--- src/hw/rtl/pdc_pkg.sv ---
// Shared types and constants of the x86 16-bit instruction predecoder.
// Holds the opcode operand template, the opcode and ModRM codes, and the
// record that travels from the length finder to the flag decoder.
`default_nettype none

package pdc_pkg;

	// Record of one finished instruction
	typedef struct packed {
		logic [4:0] len;
		logic [3:0] prefix;
		logic [7:0] opcode;
		logic [2:0] reg_f;
	} instr_rec_t;

	// Write side of the instruction queue
	typedef struct packed {
		logic       valid;
		instr_rec_t rec;
	} q_wr_t;

	// Head of the instruction queue
	typedef struct packed {
		logic       valid;
		instr_rec_t rec;
	} q_head_t;

	// Depth of the queue between the length finder and the flag decoder
	localparam int unsigned QUEUE_DEPTH = 4;

	// Operand template: high nibble is the ModRM kind, low nibble the fixed extra bytes
	localparam logic [7:0] K_NONE = 8'h00;
	localparam logic [7:0] K_M    = 8'h10;
	localparam logic [7:0] K_G1   = 8'h20;
	localparam logic [7:0] K_G3   = 8'h30;

	localparam logic [7:0] OP_SHAPE [256] = '{
		K_M, K_M, K_M, K_M, 8'd1, 8'd2, 8'd0, 8'd0,
		K_M, K_M, K_M, K_M, 8'd1, 8'd2, 8'd0, 8'd0,
		K_M, K_M, K_M, K_M, 8'd1, 8'd2, 8'd0, 8'd0,
		K_M, K_M, K_M, K_M, 8'd1, 8'd2, 8'd0, 8'd0,
		K_M, K_M, K_M, K_M, 8'd1, 8'd2, 8'd0, 8'd0,
		K_M, K_M, K_M, K_M, 8'd1, 8'd2, 8'd0, 8'd0,
		K_M, K_M, K_M, K_M, 8'd1, 8'd2, 8'd0, 8'd0,
		K_M, K_M, K_M, K_M, 8'd1, 8'd2, 8'd0, 8'd0,
		8'd0, 8'd0, 8'd0, 8'd0, 8'd0, 8'd0, 8'd0, 8'd0,
		8'd0, 8'd0, 8'd0, 8'd0, 8'd0, 8'd0, 8'd0, 8'd0,
		8'd0, 8'd0, 8'd0, 8'd0, 8'd0, 8'd0, 8'd0, 8'd0,
		8'd0, 8'd0, 8'd0, 8'd0, 8'd0, 8'd0, 8'd0, 8'd0,
		8'd0, 8'd0, K_M, 8'd0, 8'd0, 8'd0, 8'd0, 8'd0,
		8'd2, K_M + 8'd2, 8'd1, K_M + 8'd1, 8'd0, 8'd0, 8'd0, 8'd0,
		8'd1, 8'd1, 8'd1, 8'd1, 8'd1, 8'd1, 8'd1, 8'd1,
		8'd1, 8'd1, 8'd1, 8'd1, 8'd1, 8'd1, 8'd1, 8'd1,
		K_G1, K_G1, K_G1, K_G1, K_M, K_M, K_M, K_M,
		K_M, K_M, K_M, K_M, K_M, K_M, K_M, K_M,
		8'd0, 8'd0, 8'd0, 8'd0, 8'd0, 8'd0, 8'd0, 8'd0,
		8'd0, 8'd0, 8'd4, 8'd0, 8'd0, 8'd0, 8'd0, 8'd0,
		8'd2, 8'd2, 8'd2, 8'd2, 8'd0, 8'd0, 8'd0, 8'd0,
		8'd1, 8'd2, 8'd0, 8'd0, 8'd0, 8'd0, 8'd0, 8'd0,
		8'd1, 8'd1, 8'd1, 8'd1, 8'd1, 8'd1, 8'd1, 8'd1,
		8'd2, 8'd2, 8'd2, 8'd2, 8'd2, 8'd2, 8'd2, 8'd2,
		K_M + 8'd1, K_M + 8'd1, 8'd2, 8'd0, K_M, K_M, K_M + 8'd1, K_M + 8'd2,
		8'd3, 8'd0, 8'd2, 8'd0, 8'd0, 8'd1, 8'd0, 8'd0,
		K_M, K_M, K_M, K_M, 8'd1, 8'd1, 8'd0, 8'd0,
		8'd0, 8'd0, 8'd0, 8'd0, 8'd0, 8'd0, 8'd0, 8'd0,
		8'd1, 8'd1, 8'd1, 8'd1, 8'd1, 8'd1, 8'd1, 8'd1,
		8'd2, 8'd2, 8'd4, 8'd1, 8'd0, 8'd0, 8'd0, 8'd0,
		8'd0, 8'd0, 8'd0, 8'd0, 8'd0, 8'd0, K_G3, K_G3,
		8'd0, 8'd0, 8'd0, 8'd0, 8'd0, 8'd0, K_M, K_M
	};

	// Prefix bytes
	localparam logic [7:0] PFX_LOCK  = 8'hF0;
	localparam logic [7:0] PFX_REPNE = 8'hF2;
	localparam logic [7:0] PFX_REP   = 8'hF3;
	localparam logic [7:0] PFX_ES    = 8'h26;
	localparam logic [7:0] PFX_CS    = 8'h2E;
	localparam logic [7:0] PFX_SS    = 8'h36;
	localparam logic [7:0] PFX_DS    = 8'h3E;

	// ModRM codes
	localparam logic [1:0] MOD_MEM    = 2'd0;
	localparam logic [1:0] MOD_DISP8  = 2'd1;
	localparam logic [1:0] MOD_DISP16 = 2'd2;
	localparam logic [2:0] RM_DIRECT  = 3'd6;

	// Group sub-operation codes (ModRM reg field)
	localparam logic [2:0] G3_REG_TEST   = 3'd0;
	localparam logic [2:0] G3_REG_UNDEF  = 3'd1;
	localparam logic [2:0] G5_REG_CALL   = 3'd2;
	localparam logic [2:0] G5_REG_CALLF  = 3'd3;
	localparam logic [2:0] G5_REG_JMP    = 3'd4;
	localparam logic [2:0] G5_REG_JMPF   = 3'd5;
	localparam logic [2:0] SHF_REG_UNDEF = 3'd6;
	localparam logic [2:0] G5_REG_UNDEF  = 3'd7;

	// Opcodes
	localparam logic [7:0] OP_CALL_FAR  = 8'h9A;
	localparam logic [7:0] OP_CALL_NEAR = 8'hE8;
	localparam logic [7:0] OP_JMP_NEAR  = 8'hE9;
	localparam logic [7:0] OP_JMP_FAR   = 8'hEA;
	localparam logic [7:0] OP_JMP_SHORT = 8'hEB;
	localparam logic [7:0] OP_RET_IMM   = 8'hC2;
	localparam logic [7:0] OP_RET       = 8'hC3;
	localparam logic [7:0] OP_RETF_IMM  = 8'hCA;
	localparam logic [7:0] OP_RETF      = 8'hCB;
	localparam logic [7:0] OP_IRET      = 8'hCF;
	localparam logic [7:0] OP_GRP4      = 8'hFE;
	localparam logic [7:0] OP_GRP5      = 8'hFF;
	localparam logic [7:0] OP_GRP3_B    = 8'hF6;
	localparam logic [7:0] OP_GRP3_W    = 8'hF7;
	localparam logic [7:0] OP_SHF_IMM_B = 8'hC0;
	localparam logic [7:0] OP_SHF_IMM_W = 8'hC1;
	localparam logic [7:0] OP_SHF_1_B   = 8'hD0;
	localparam logic [7:0] OP_SHF_1_W   = 8'hD1;
	localparam logic [7:0] OP_SHF_CL_B  = 8'hD2;
	localparam logic [7:0] OP_SHF_CL_W  = 8'hD3;
	localparam logic [7:0] OP_JCC_FIRST  = 8'h70;
	localparam logic [7:0] OP_JCC_LAST   = 8'h7F;
	localparam logic [7:0] OP_LOOP_FIRST = 8'hE0;
	localparam logic [7:0] OP_LOOP_LAST  = 8'hE3;
	localparam logic [7:0] OP_ESC_FIRST  = 8'hD8;
	localparam logic [7:0] OP_ESC_LAST   = 8'hDF;
	localparam logic [7:0] OP_UNDEF_0F   = 8'h0F;
	localparam logic [7:0] OP_UNDEF_LO   = 8'h63;
	localparam logic [7:0] OP_UNDEF_HI   = 8'h67;
	localparam logic [7:0] OP_UNDEF_F1   = 8'hF1;

endpackage

`default_nettype wire

--- src/hw/rtl/pdc_front.sv ---
// Length finder of the predecoder: walks the byte stream and finds ends.
// Counts prefixes, follows the operand template and ModRM displacement,
// and writes one record per finished instruction. Depends on pdc_pkg.
`default_nettype none

module pdc_front #(
	parameter int PREFIX_LIMIT = 15
) (
	input  wire                clk,
	input  wire                arst_n,
	input  wire                take,
	input  wire  [7:0]         code_byte,
	input  wire                restart,
	output pdc_pkg::q_wr_t     wr
);

	typedef enum logic [2:0] {
		PH_START = 3'b001,
		PH_MODRM = 3'b010,
		PH_TAIL  = 3'b100
	} phase_t;

	phase_t     phase_q,  eff_phase,  nxt_phase;
	logic [3:0] prefix_q, eff_prefix, nxt_prefix;
	logic [7:0] opcode_q, eff_opcode, nxt_opcode;
	logic [2:0] reg_q,    eff_reg,    nxt_reg;
	logic [2:0] rem_q,    eff_rem,    nxt_rem;
	logic [4:0] len_q,    eff_len,    nxt_len;
	logic [4:0] len_inc;
	logic [7:0] shape_cur, shape_held;
	logic [3:0] extra, grp_add;
	logic       is_prefix, emit;
	pdc_pkg::instr_rec_t rec;

	// Displacement bytes that follow a ModRM byte
	function automatic logic [3:0] disp_bytes(input logic [7:0] m);
		logic [1:0] mode;
		logic [2:0] rm;
		mode = m[7:6];
		rm   = m[2:0];
		if (mode == pdc_pkg::MOD_DISP16 ||
		    (mode == pdc_pkg::MOD_MEM && rm == pdc_pkg::RM_DIRECT)) begin
			disp_bytes = 4'd2;
		end else if (mode == pdc_pkg::MOD_DISP8) begin
			disp_bytes = 4'd1;
		end else begin
			disp_bytes = 4'd0;
		end
	endfunction

	// Decode the next state for the byte on the input
	always_comb begin
		eff_phase  = restart ? PH_START : phase_q;
		eff_prefix = restart ? 4'd0 : prefix_q;
		eff_opcode = restart ? 8'd0 : opcode_q;
		eff_reg    = restart ? 3'd0 : reg_q;
		eff_rem    = restart ? 3'd0 : rem_q;
		eff_len    = restart ? 5'd0 : len_q;
		len_inc    = eff_len + 5'd1;

		shape_cur  = pdc_pkg::OP_SHAPE[code_byte];
		shape_held = pdc_pkg::OP_SHAPE[eff_opcode];
		is_prefix  = code_byte inside {pdc_pkg::PFX_LOCK, pdc_pkg::PFX_REPNE,
			pdc_pkg::PFX_REP, pdc_pkg::PFX_ES, pdc_pkg::PFX_CS, pdc_pkg::PFX_SS,
			pdc_pkg::PFX_DS};

		nxt_phase  = eff_phase;
		nxt_prefix = eff_prefix;
		nxt_opcode = eff_opcode;
		nxt_reg    = eff_reg;
		nxt_rem    = eff_rem;
		nxt_len    = len_inc;
		grp_add    = 4'd0;
		extra      = 4'd0;
		emit       = 1'b0;

		case (eff_phase)
			PH_MODRM: begin
				nxt_reg = code_byte[5:3];
				if (shape_held[7:4] == pdc_pkg::K_G1[7:4]) begin
					grp_add = (eff_opcode[1:0] == 2'b01) ? 4'd2 : 4'd1;
				end else if (shape_held[7:4] == pdc_pkg::K_G3[7:4] &&
				             code_byte[5:3] == pdc_pkg::G3_REG_TEST) begin
					grp_add = eff_opcode[0] ? 4'd2 : 4'd1;
				end
				extra = disp_bytes(code_byte) + shape_held[3:0] + grp_add;
				if (extra == 4'd0) begin
					emit = 1'b1;
				end else begin
					nxt_phase = PH_TAIL;
					nxt_rem   = extra[2:0];
				end
			end
			PH_TAIL: begin
				nxt_rem = eff_rem - 3'd1;
				if (nxt_rem == 3'd0) begin
					emit = 1'b1;
				end
			end
			default: begin
				nxt_phase = PH_START;
				if (is_prefix && eff_prefix < 4'(PREFIX_LIMIT)) begin
					nxt_prefix = eff_prefix + 4'd1;
				end else begin
					nxt_opcode = code_byte;
					extra      = shape_cur[3:0];
					if (shape_cur[7:4] != pdc_pkg::K_NONE[7:4]) begin
						nxt_phase = PH_MODRM;
					end else if (extra == 4'd0) begin
						emit = 1'b1;
					end else begin
						nxt_phase = PH_TAIL;
						nxt_rem   = extra[2:0];
					end
				end
			end
		endcase

		// Capture the record before the state clears
		rec.len    = len_inc;
		rec.prefix = nxt_prefix;
		rec.opcode = nxt_opcode;
		rec.reg_f  = nxt_reg;

		// Start over after the last byte
		if (emit) begin
			nxt_phase  = PH_START;
			nxt_prefix = 4'd0;
			nxt_opcode = 8'd0;
			nxt_reg    = 3'd0;
			nxt_rem    = 3'd0;
			nxt_len    = 5'd0;
		end
	end

	// Advance on each accepted byte
	always_ff @(posedge clk or negedge arst_n) begin
		if (!arst_n) begin
			phase_q  <= PH_START;
			prefix_q <= 4'd0;
			opcode_q <= 8'd0;
			reg_q    <= 3'd0;
			rem_q    <= 3'd0;
			len_q    <= 5'd0;
		end else if (take) begin
			phase_q  <= nxt_phase;
			prefix_q <= nxt_prefix;
			opcode_q <= nxt_opcode;
			reg_q    <= nxt_reg;
			rem_q    <= nxt_rem;
			len_q    <= nxt_len;
		end
	end

	assign wr.valid = take && emit;
	assign wr.rec   = rec;

	a_tail_has_bytes: assert property (@(posedge clk) disable iff (!arst_n)
		phase_q == PH_TAIL |-> rem_q != 3'd0)
		else $error("tail phase with no bytes left");

	a_prefix_limit: assert property (@(posedge clk) disable iff (!arst_n)
		prefix_q <= 4'(PREFIX_LIMIT))
		else $error("prefix count beyond limit");

	a_len_bound: assert property (@(posedge clk) disable iff (!arst_n)
		wr.valid |-> (wr.rec.len > {1'b0, wr.rec.prefix}) && (wr.rec.len <= 5'd21))
		else $error("instruction length out of range");

endmodule

`default_nettype wire

--- src/hw/rtl/pdc_fifo.sv ---
// Short queue of finished instruction records between the two halves.
// Register storage with read and write pointers. Depends on pdc_pkg.
`default_nettype none

module pdc_fifo (
	input  wire                 clk,
	input  wire                 arst_n,
	input  wire pdc_pkg::q_wr_t wr,
	input  wire                 rd,
	output pdc_pkg::q_head_t    head,
	output logic                full
);

	localparam int unsigned DEPTH = pdc_pkg::QUEUE_DEPTH;
	localparam int unsigned AW    = (DEPTH > 1) ? $clog2(DEPTH) : 1;
	localparam int unsigned CW    = $clog2(DEPTH + 1);

	pdc_pkg::instr_rec_t mem_q [DEPTH];
	logic [AW-1:0] wr_ptr_q, rd_ptr_q;
	logic [CW-1:0] cnt_q;

	assign full       = (cnt_q == CW'(DEPTH));
	assign head.valid = (cnt_q != '0);
	assign head.rec   = mem_q[rd_ptr_q];

	// Hold records
	always_ff @(posedge clk) begin
		if (wr.valid) begin
			mem_q[wr_ptr_q] <= wr.rec;
		end
	end

	// Advance pointers and count
	always_ff @(posedge clk or negedge arst_n) begin
		if (!arst_n) begin
			wr_ptr_q <= '0;
			rd_ptr_q <= '0;
			cnt_q    <= '0;
		end else begin
			if (wr.valid) begin
				wr_ptr_q <= (wr_ptr_q == AW'(DEPTH - 1)) ? '0 : wr_ptr_q + AW'(1);
			end
			if (rd) begin
				rd_ptr_q <= (rd_ptr_q == AW'(DEPTH - 1)) ? '0 : rd_ptr_q + AW'(1);
			end
			if (wr.valid && !rd) begin
				cnt_q <= cnt_q + CW'(1);
			end else if (rd && !wr.valid) begin
				cnt_q <= cnt_q - CW'(1);
			end
		end
	end

	a_no_overflow: assert property (@(posedge clk) disable iff (!arst_n)
		wr.valid |-> !full)
		else $error("write into full queue");

	a_no_underflow: assert property (@(posedge clk) disable iff (!arst_n)
		rd |-> head.valid)
		else $error("read from empty queue");

	a_count_bound: assert property (@(posedge clk) disable iff (!arst_n)
		cnt_q <= CW'(DEPTH))
		else $error("queue count beyond depth");

endmodule

`default_nettype wire

--- src/hw/rtl/pdc_back.sv ---
// Flag decoder of the predecoder: takes records from the queue, derives
// the control-flow class flags and holds the result in an output register.
// Depends on pdc_pkg.
`default_nettype none

module pdc_back (
	input  wire                   clk,
	input  wire                   arst_n,
	input  wire pdc_pkg::q_head_t head,
	output logic                  rd,
	input  wire                   pop,
	output logic                  empty,
	output logic [4:0]            instr_length,
	output logic [3:0]            prefix_total,
	output logic [7:0]            opcode_value,
	output logic [2:0]            modrm_reg,
	output logic                  is_call,
	output logic                  is_uncond_jump,
	output logic                  is_cond_jump,
	output logic                  is_return,
	output logic                  is_undefined
);

	logic       out_valid_q;
	logic [7:0] op;
	logic [2:0] rg;
	logic       grp45, call, ret, ujmp, cjmp, undef;

	// Classify the record at the head of the queue
	always_comb begin
		op    = head.rec.opcode;
		rg    = head.rec.reg_f;
		grp45 = (op == pdc_pkg::OP_GRP4) || (op == pdc_pkg::OP_GRP5);
		call  = (op == pdc_pkg::OP_CALL_FAR) || (op == pdc_pkg::OP_CALL_NEAR) ||
			(grp45 && (rg == pdc_pkg::G5_REG_CALL || rg == pdc_pkg::G5_REG_CALLF));
		ret   = op inside {pdc_pkg::OP_RET_IMM, pdc_pkg::OP_RET, pdc_pkg::OP_RETF_IMM,
			pdc_pkg::OP_RETF, pdc_pkg::OP_IRET};
		ujmp  = call || ret || op inside {pdc_pkg::OP_JMP_NEAR, pdc_pkg::OP_JMP_FAR,
			pdc_pkg::OP_JMP_SHORT} ||
			(grp45 && (rg == pdc_pkg::G5_REG_JMP || rg == pdc_pkg::G5_REG_JMPF));
		cjmp  = op inside {[pdc_pkg::OP_JCC_FIRST : pdc_pkg::OP_JCC_LAST],
			[pdc_pkg::OP_LOOP_FIRST : pdc_pkg::OP_LOOP_LAST]};
		case (op)
			pdc_pkg::OP_SHF_IMM_B, pdc_pkg::OP_SHF_IMM_W, pdc_pkg::OP_SHF_1_B,
			pdc_pkg::OP_SHF_1_W, pdc_pkg::OP_SHF_CL_B, pdc_pkg::OP_SHF_CL_W: begin
				undef = (rg == pdc_pkg::SHF_REG_UNDEF);
			end
			pdc_pkg::OP_GRP3_B, pdc_pkg::OP_GRP3_W: begin
				undef = (rg == pdc_pkg::G3_REG_UNDEF);
			end
			pdc_pkg::OP_GRP4, pdc_pkg::OP_GRP5: begin
				undef = (rg == pdc_pkg::G5_REG_UNDEF);
			end
			default: begin
				undef = op inside {pdc_pkg::OP_UNDEF_0F, pdc_pkg::OP_UNDEF_F1,
					[pdc_pkg::OP_UNDEF_LO : pdc_pkg::OP_UNDEF_HI],
					[pdc_pkg::OP_ESC_FIRST : pdc_pkg::OP_ESC_LAST]};
			end
		endcase
	end

	// Load a new result when the register is free or being drained
	assign rd    = head.valid && (!out_valid_q || pop);
	assign empty = !out_valid_q;

	always_ff @(posedge clk or negedge arst_n) begin
		if (!arst_n) begin
			out_valid_q <= 1'b0;
		end else if (rd) begin
			out_valid_q <= 1'b1;
		end else if (pop) begin
			out_valid_q <= 1'b0;
		end
	end

	always_ff @(posedge clk) begin
		if (rd) begin
			instr_length   <= head.rec.len;
			prefix_total   <= head.rec.prefix;
			opcode_value   <= op;
			modrm_reg      <= rg;
			is_call        <= call;
			is_uncond_jump <= ujmp;
			is_cond_jump   <= cjmp;
			is_return      <= ret;
			is_undefined   <= undef;
		end
	end

endmodule

`default_nettype wire

--- src/hw/rtl/x86_16_instruction_predecoder.sv ---
// Instruction predecoder for 16-bit x86-style code. Push one code byte per
// clock; the block finds instruction boundaries and, after the last byte of an
// instruction is accepted, writes its record into the record queue, moves it
// into the output register once earlier results have been popped, and offers
// one result with its length, prefix count, opcode, ModRM reg field and
// control-flow flags. It takes one byte every cycle while full is low: the
// length finder handles each byte combinationally as it is taken, and a
// four-entry record queue plus the output register absorb stalls on the result
// side. full rises only when that queue is full while the output waits to be
// popped. restart drops a partial instruction and starts a new one with the
// byte it comes with. Depends on pdc_pkg, pdc_front, pdc_fifo and pdc_back.
`default_nettype none

module x86_16_instruction_predecoder #(
	parameter int PREFIX_LIMIT = 15
) (
	input  wire         clk,
	input  wire         arst_n,
	input  wire         push,
	output logic        full,
	input  wire  [7:0]  code_byte,
	input  wire         restart,
	output logic        empty,
	input  wire         pop,
	output logic [4:0]  instr_length,
	output logic [3:0]  prefix_total,
	output logic [7:0]  opcode_value,
	output logic [2:0]  modrm_reg,
	output logic        is_call,
	output logic        is_uncond_jump,
	output logic        is_cond_jump,
	output logic        is_return,
	output logic        is_undefined
);

	pdc_pkg::q_wr_t   q_wr;
	pdc_pkg::q_head_t q_head;
	logic             q_rd;
	logic             take;

	assign take = push && !full;

	pdc_front #(
		.PREFIX_LIMIT(PREFIX_LIMIT)
	) u_front (
		.clk       (clk),
		.arst_n    (arst_n),
		.take      (take),
		.code_byte (code_byte),
		.restart   (restart),
		.wr        (q_wr)
	);

	pdc_fifo u_fifo (
		.clk    (clk),
		.arst_n (arst_n),
		.wr     (q_wr),
		.rd     (q_rd),
		.head   (q_head),
		.full   (full)
	);

	pdc_back u_back (
		.clk            (clk),
		.arst_n         (arst_n),
		.head           (q_head),
		.rd             (q_rd),
		.pop            (pop),
		.empty          (empty),
		.instr_length   (instr_length),
		.prefix_total   (prefix_total),
		.opcode_value   (opcode_value),
		.modrm_reg      (modrm_reg),
		.is_call        (is_call),
		.is_uncond_jump (is_uncond_jump),
		.is_cond_jump   (is_cond_jump),
		.is_return      (is_return),
		.is_undefined   (is_undefined)
	);

endmodule

`default_nettype wire

--- config.mk ---
export PLATFORM = sky130hd
export DESIGN_NAME = x86_16_instruction_predecoder
export DESIGN_NICKNAME = d
export VERILOG_FILES = /design/src/hw/rtl/pdc_pkg.sv /design/src/hw/rtl/pdc_front.sv /design/src/hw/rtl/pdc_fifo.sv /design/src/hw/rtl/pdc_back.sv /design/src/hw/rtl/x86_16_instruction_predecoder.sv
export SDC_FILE = /design/constraint.sdc
export NUM_CORES = 1
export LEC_CHECK = 0
export BUFFER_PORTS_ARGS = -buffer_cell sky130_fd_sc_hd__buf_2
export CAP_MARGIN = 20
export CORE_ASPECT_RATIO = 0.9
export CORE_MARGIN = 10
export CORE_UTILIZATION = 25
export DETAILED_ROUTE_END_ITERATION = 16
export MAX_ROUTING_LAYER = met4
export PLACE_DENSITY = 0.45
export SETUP_SLACK_MARGIN = 0.05
export SLEW_MARGIN = 20
export SYNTH_ARGS = -nofsm -noshare
export SYNTH_HDL_FRONTEND = slang
export SYNTH_SLANG_ARGS = --single-unit
--- constraint.sdc ---
create_clock -name clk -period 14.8 [get_ports clk]
set_clock_uncertainty 0.05 [all_clocks]
set_input_delay 0 -clock clk [delete_from_list [all_inputs] [get_ports clk]]
set_output_delay 0 -clock clk [all_outputs]
set_load 0.02 [all_outputs]
==> flow_metrics.env <==
export IMPL_drc=0
export IMPL_required_ps=14770
export IMPL_ys_warn_count=0
export IMPL_yosys_most_used_dff="edfxtp_1"
export IMPL_yosysSeqAreaShare=0.568
export IMPL_dieArea_mm2=0.0354
export IMPL_p_leak_nw=2.90
export IMPL_crit_chain="nor2b_1 -> inv_1 -> ha_1 -> o22ai_1 -> a221oi_1 -> o21ai_0 -> a21oi_1 -> or3_1 -> fa_1 -> inv_1 -> ha_1 -> inv_1 -> fa_1 -> nand3b_1 -> nor2_1 -> a31o_2 -> or2_1 -> and3_1"
export IMPL_max_freq_mhz=180
export IMPL_cp_end_kind="flip-flop"
export IMPL_num_fill_cells=2836
export IMPL_vias_per_cell=4.79
export IMPL_arrival_ps=5520
export IMPL_insertion_delay_ps=410
export IMPL_first_global_vias=4769
export IMPL_antenna_found_initial=1
export IMPL_routed_wl_um=16200
export IMPL_finalCriticalPeriod_ps=5540
export IMPL_cts_root_buf="clkbuf_16"
export IMPL_place_inst=933
export IMPL_area_growth_syn_to_layout_pct=15.0
export IMPL_ys_ff_latch=139
export IMPL_rows=58
export IMPL_max_slew_margin_rel=0.304
export IMPL_dp_hpwl_um=10900
export IMPL_grt_pass1_wl_um=26400
export IMPL_comb_power_share=0.346
export IMPL_cp_max_fo=20
export IMPL_vias=4633
export IMPL_postSynth_asyncResetShare=0.245
export IMPL_top_regs="u_fifo.mem_q (80), u_back.opcode_value (8), u_front.opcode_q (8)"
export IMPL_rsz0062_at_grt="false"
export IMPL_p_switching_mw=0.532
export IMPL_cts_htree_levels=4
export IMPL_largest_reg_flops=80
export IMPL_synth_edf_count=105
export IMPL_status="completed"
export IMPL_grt_overflow=0
export IMPL_p_per_area_mw_per_mm2=182
export IMPL_nets=626
export IMPL_startpoint_type="flip-flop"
export IMPL_cts_setup_buffers=0
export IMPL_setup_violations_final=0
export IMPL_regMostFlops="u_fifo.mem_q"
export IMPL_finalPower_mw=1.48
export IMPL_cts_tree="done"
export IMPL_period_share=0.374
export IMPL_place_congestion=0.856
export IMPL_drive_gt1_frac=0.211
export IMPL_worst_path_buf_inv=3
export IMPL_post_route_cell_area_mm2=0.00811
export IMPL_synthesis_area_mm2=0.00706
export IMPL_coreArea_mm2=0.0279
export IMPL_ctsResizeCount=0
export IMPL_clkPwrFrac=0.249
export IMPL_syn_area_per_cell_um2=12.4
export IMPL_p_sw_frac=0.360
export IMPL_cpMostUsedCell="inv_1"
export IMPL_seqPwrFrac=0.405
export IMPL_cts_inserted_buffers=17
export IMPL_intPower_mw=0.945
export IMPL_clk_pin_slew_worst_paths_ps=60
export IMPL_drv_slew=0
export IMPL_track_usage=0.0977
export IMPL_cp_top_family="simple AND/OR/NAND/NOR gates"
export IMPL_dpl_cell_area_mm2=0.00756
export IMPL_drtIter0Drc=273
export IMPL_synth_cell_types=73
export IMPL_drtPass1Iterations=5
export IMPL_dieWidth_um=197
export IMPL_crit_slowest_cell="and3_1"
export IMPL_maxCapViolations=0
export IMPL_mostFrequentLayoutCells="edfxtp_1 (105), nand2_1 (59), buf_2 (39), dfrtp_1 (33), o21ai_0 (30)"
export IMPL_crit_type="reg -> reg"
export IMPL_hold_class="in -> async"
export IMPL_worstMarginPinSlew_ps=1040
export IMPL_tns_ps=0
export IMPL_antenna_left=0
export IMPL_synth_nets=599
export IMPL_wl_per_cell_um=16.7
export IMPL_start_util=0.253
export IMPL_grt_start_max_net_pins=35
export IMPL_slowest_delay_ps=940
export IMPL_fin_cells=968
export IMPL_placement_io_buffers=39
export IMPL_io_pins=40
export IMPL_hold_worst_slack_ps=175
export IMPL_die_h_um=179
export IMPL_synthCells=568
export IMPL_cts_sinks=139
export IMPL_cts_hold_buf=2
export IMPL_final_common_cell="edfxtp_1"
export IMPL_vdd_drop_max_mv=0.0761
export IMPL_hold_viol=0
export IMPL_clockBufferDepth=2
## routing by layer
| metal | wire length [um] | global-route usage | vias up |
|---|---|---|---|
| met5 | 0 | - | - |
| met1 | 7770 | 0.125 | 2333 |
| met2 | 7530 | 0.150 | 113 |
| met4 | 133 | 0.0240 | 0 |
| met3 | 725 | 0.0271 | 14 |
| li1 | - | - | 2173 |
## cells by family after synthesis
kind of cell	Yosys count	synth area share
compound gates	110	0.111
xor+xnor	15	0.0186
buf+inv	60	0.0372
fa+ha+maj	18	0.0362
mux	32	0.0823
simple gates	194	0.147
flops	139	0.568
## cells in the mapped netlist (9+ instances only)
master    instances  area [um2]
edfxtp_1        105        3150
nand2_1          59         221
dfrtp_1          33         826
o21ai_0          30         150
nor2_1           29         109
nand2b_1         23         144
inv_1            22        82.6
clkbuf_1         21        78.8
mux4_2           20         450
a21oi_1          15        75.1
nor2b_1          15        93.8
ha_1             14         175
a31o_2           11        96.3
nor3_1           11        55.1
xor2_1           11        96.3
buf_2             9        45.0
nor4_1            9        56.3
## layout make-up
cell class | instances | area, um2 | area share
sequential | 139 | 4010 | 0.494
multi-input combinational | 369 | 2810 | 0.346
tap | 360 | 450 | 0.0555
clock buffer | 19 | 433 | 0.0534
timing repair buffer | 45 | 253 | 0.0311
inverter | 23 | 86.3 | 0.0106
clock inverter | 12 | 76.3 | 0.00941
antenna | 1 | 2.50 | 0.000308
## path summary, 6_finish.rpt
path	start	end	slack [ps]	depth (start not counted)
min in group clk	push	u_front.opcode_q[4]	220	5
worst min register to register	u_front.prefix_q[1]	u_front.prefix_q[1]	440	2
worst min-delay path	arst_n	u_fifo.cnt_q[2]	170	2
worst max-delay path	u_front.opcode_q[0]	u_fifo.mem_q[3][4]	9260	18
worst max register to register	u_front.opcode_q[0]	u_fifo.mem_q[3][4]	9260	18
max in group asynchronous	arst_n	u_front.reg_q[1]	13990	2
## stage by stage
step	utilization	setup slack (ps)
floorplan	-	10010
global placement	0.271	9300
detailed placement	0.271	9200
CTS	0.290	9180
global route	0.291	8690
finish	0.291	9260
## power groups by stage
stage	clock network [mW]	logic, mW	registers, mW
after floorplan	0	0.367	0.611
after global placement	0	0.510	0.602
after detailed placement	0	0.515	0.606
after CTS	0.377	0.517	0.598
after global routing	0.398	0.571	0.610
final	0.368	0.511	0.598
(Power assumes the default switching activity.)
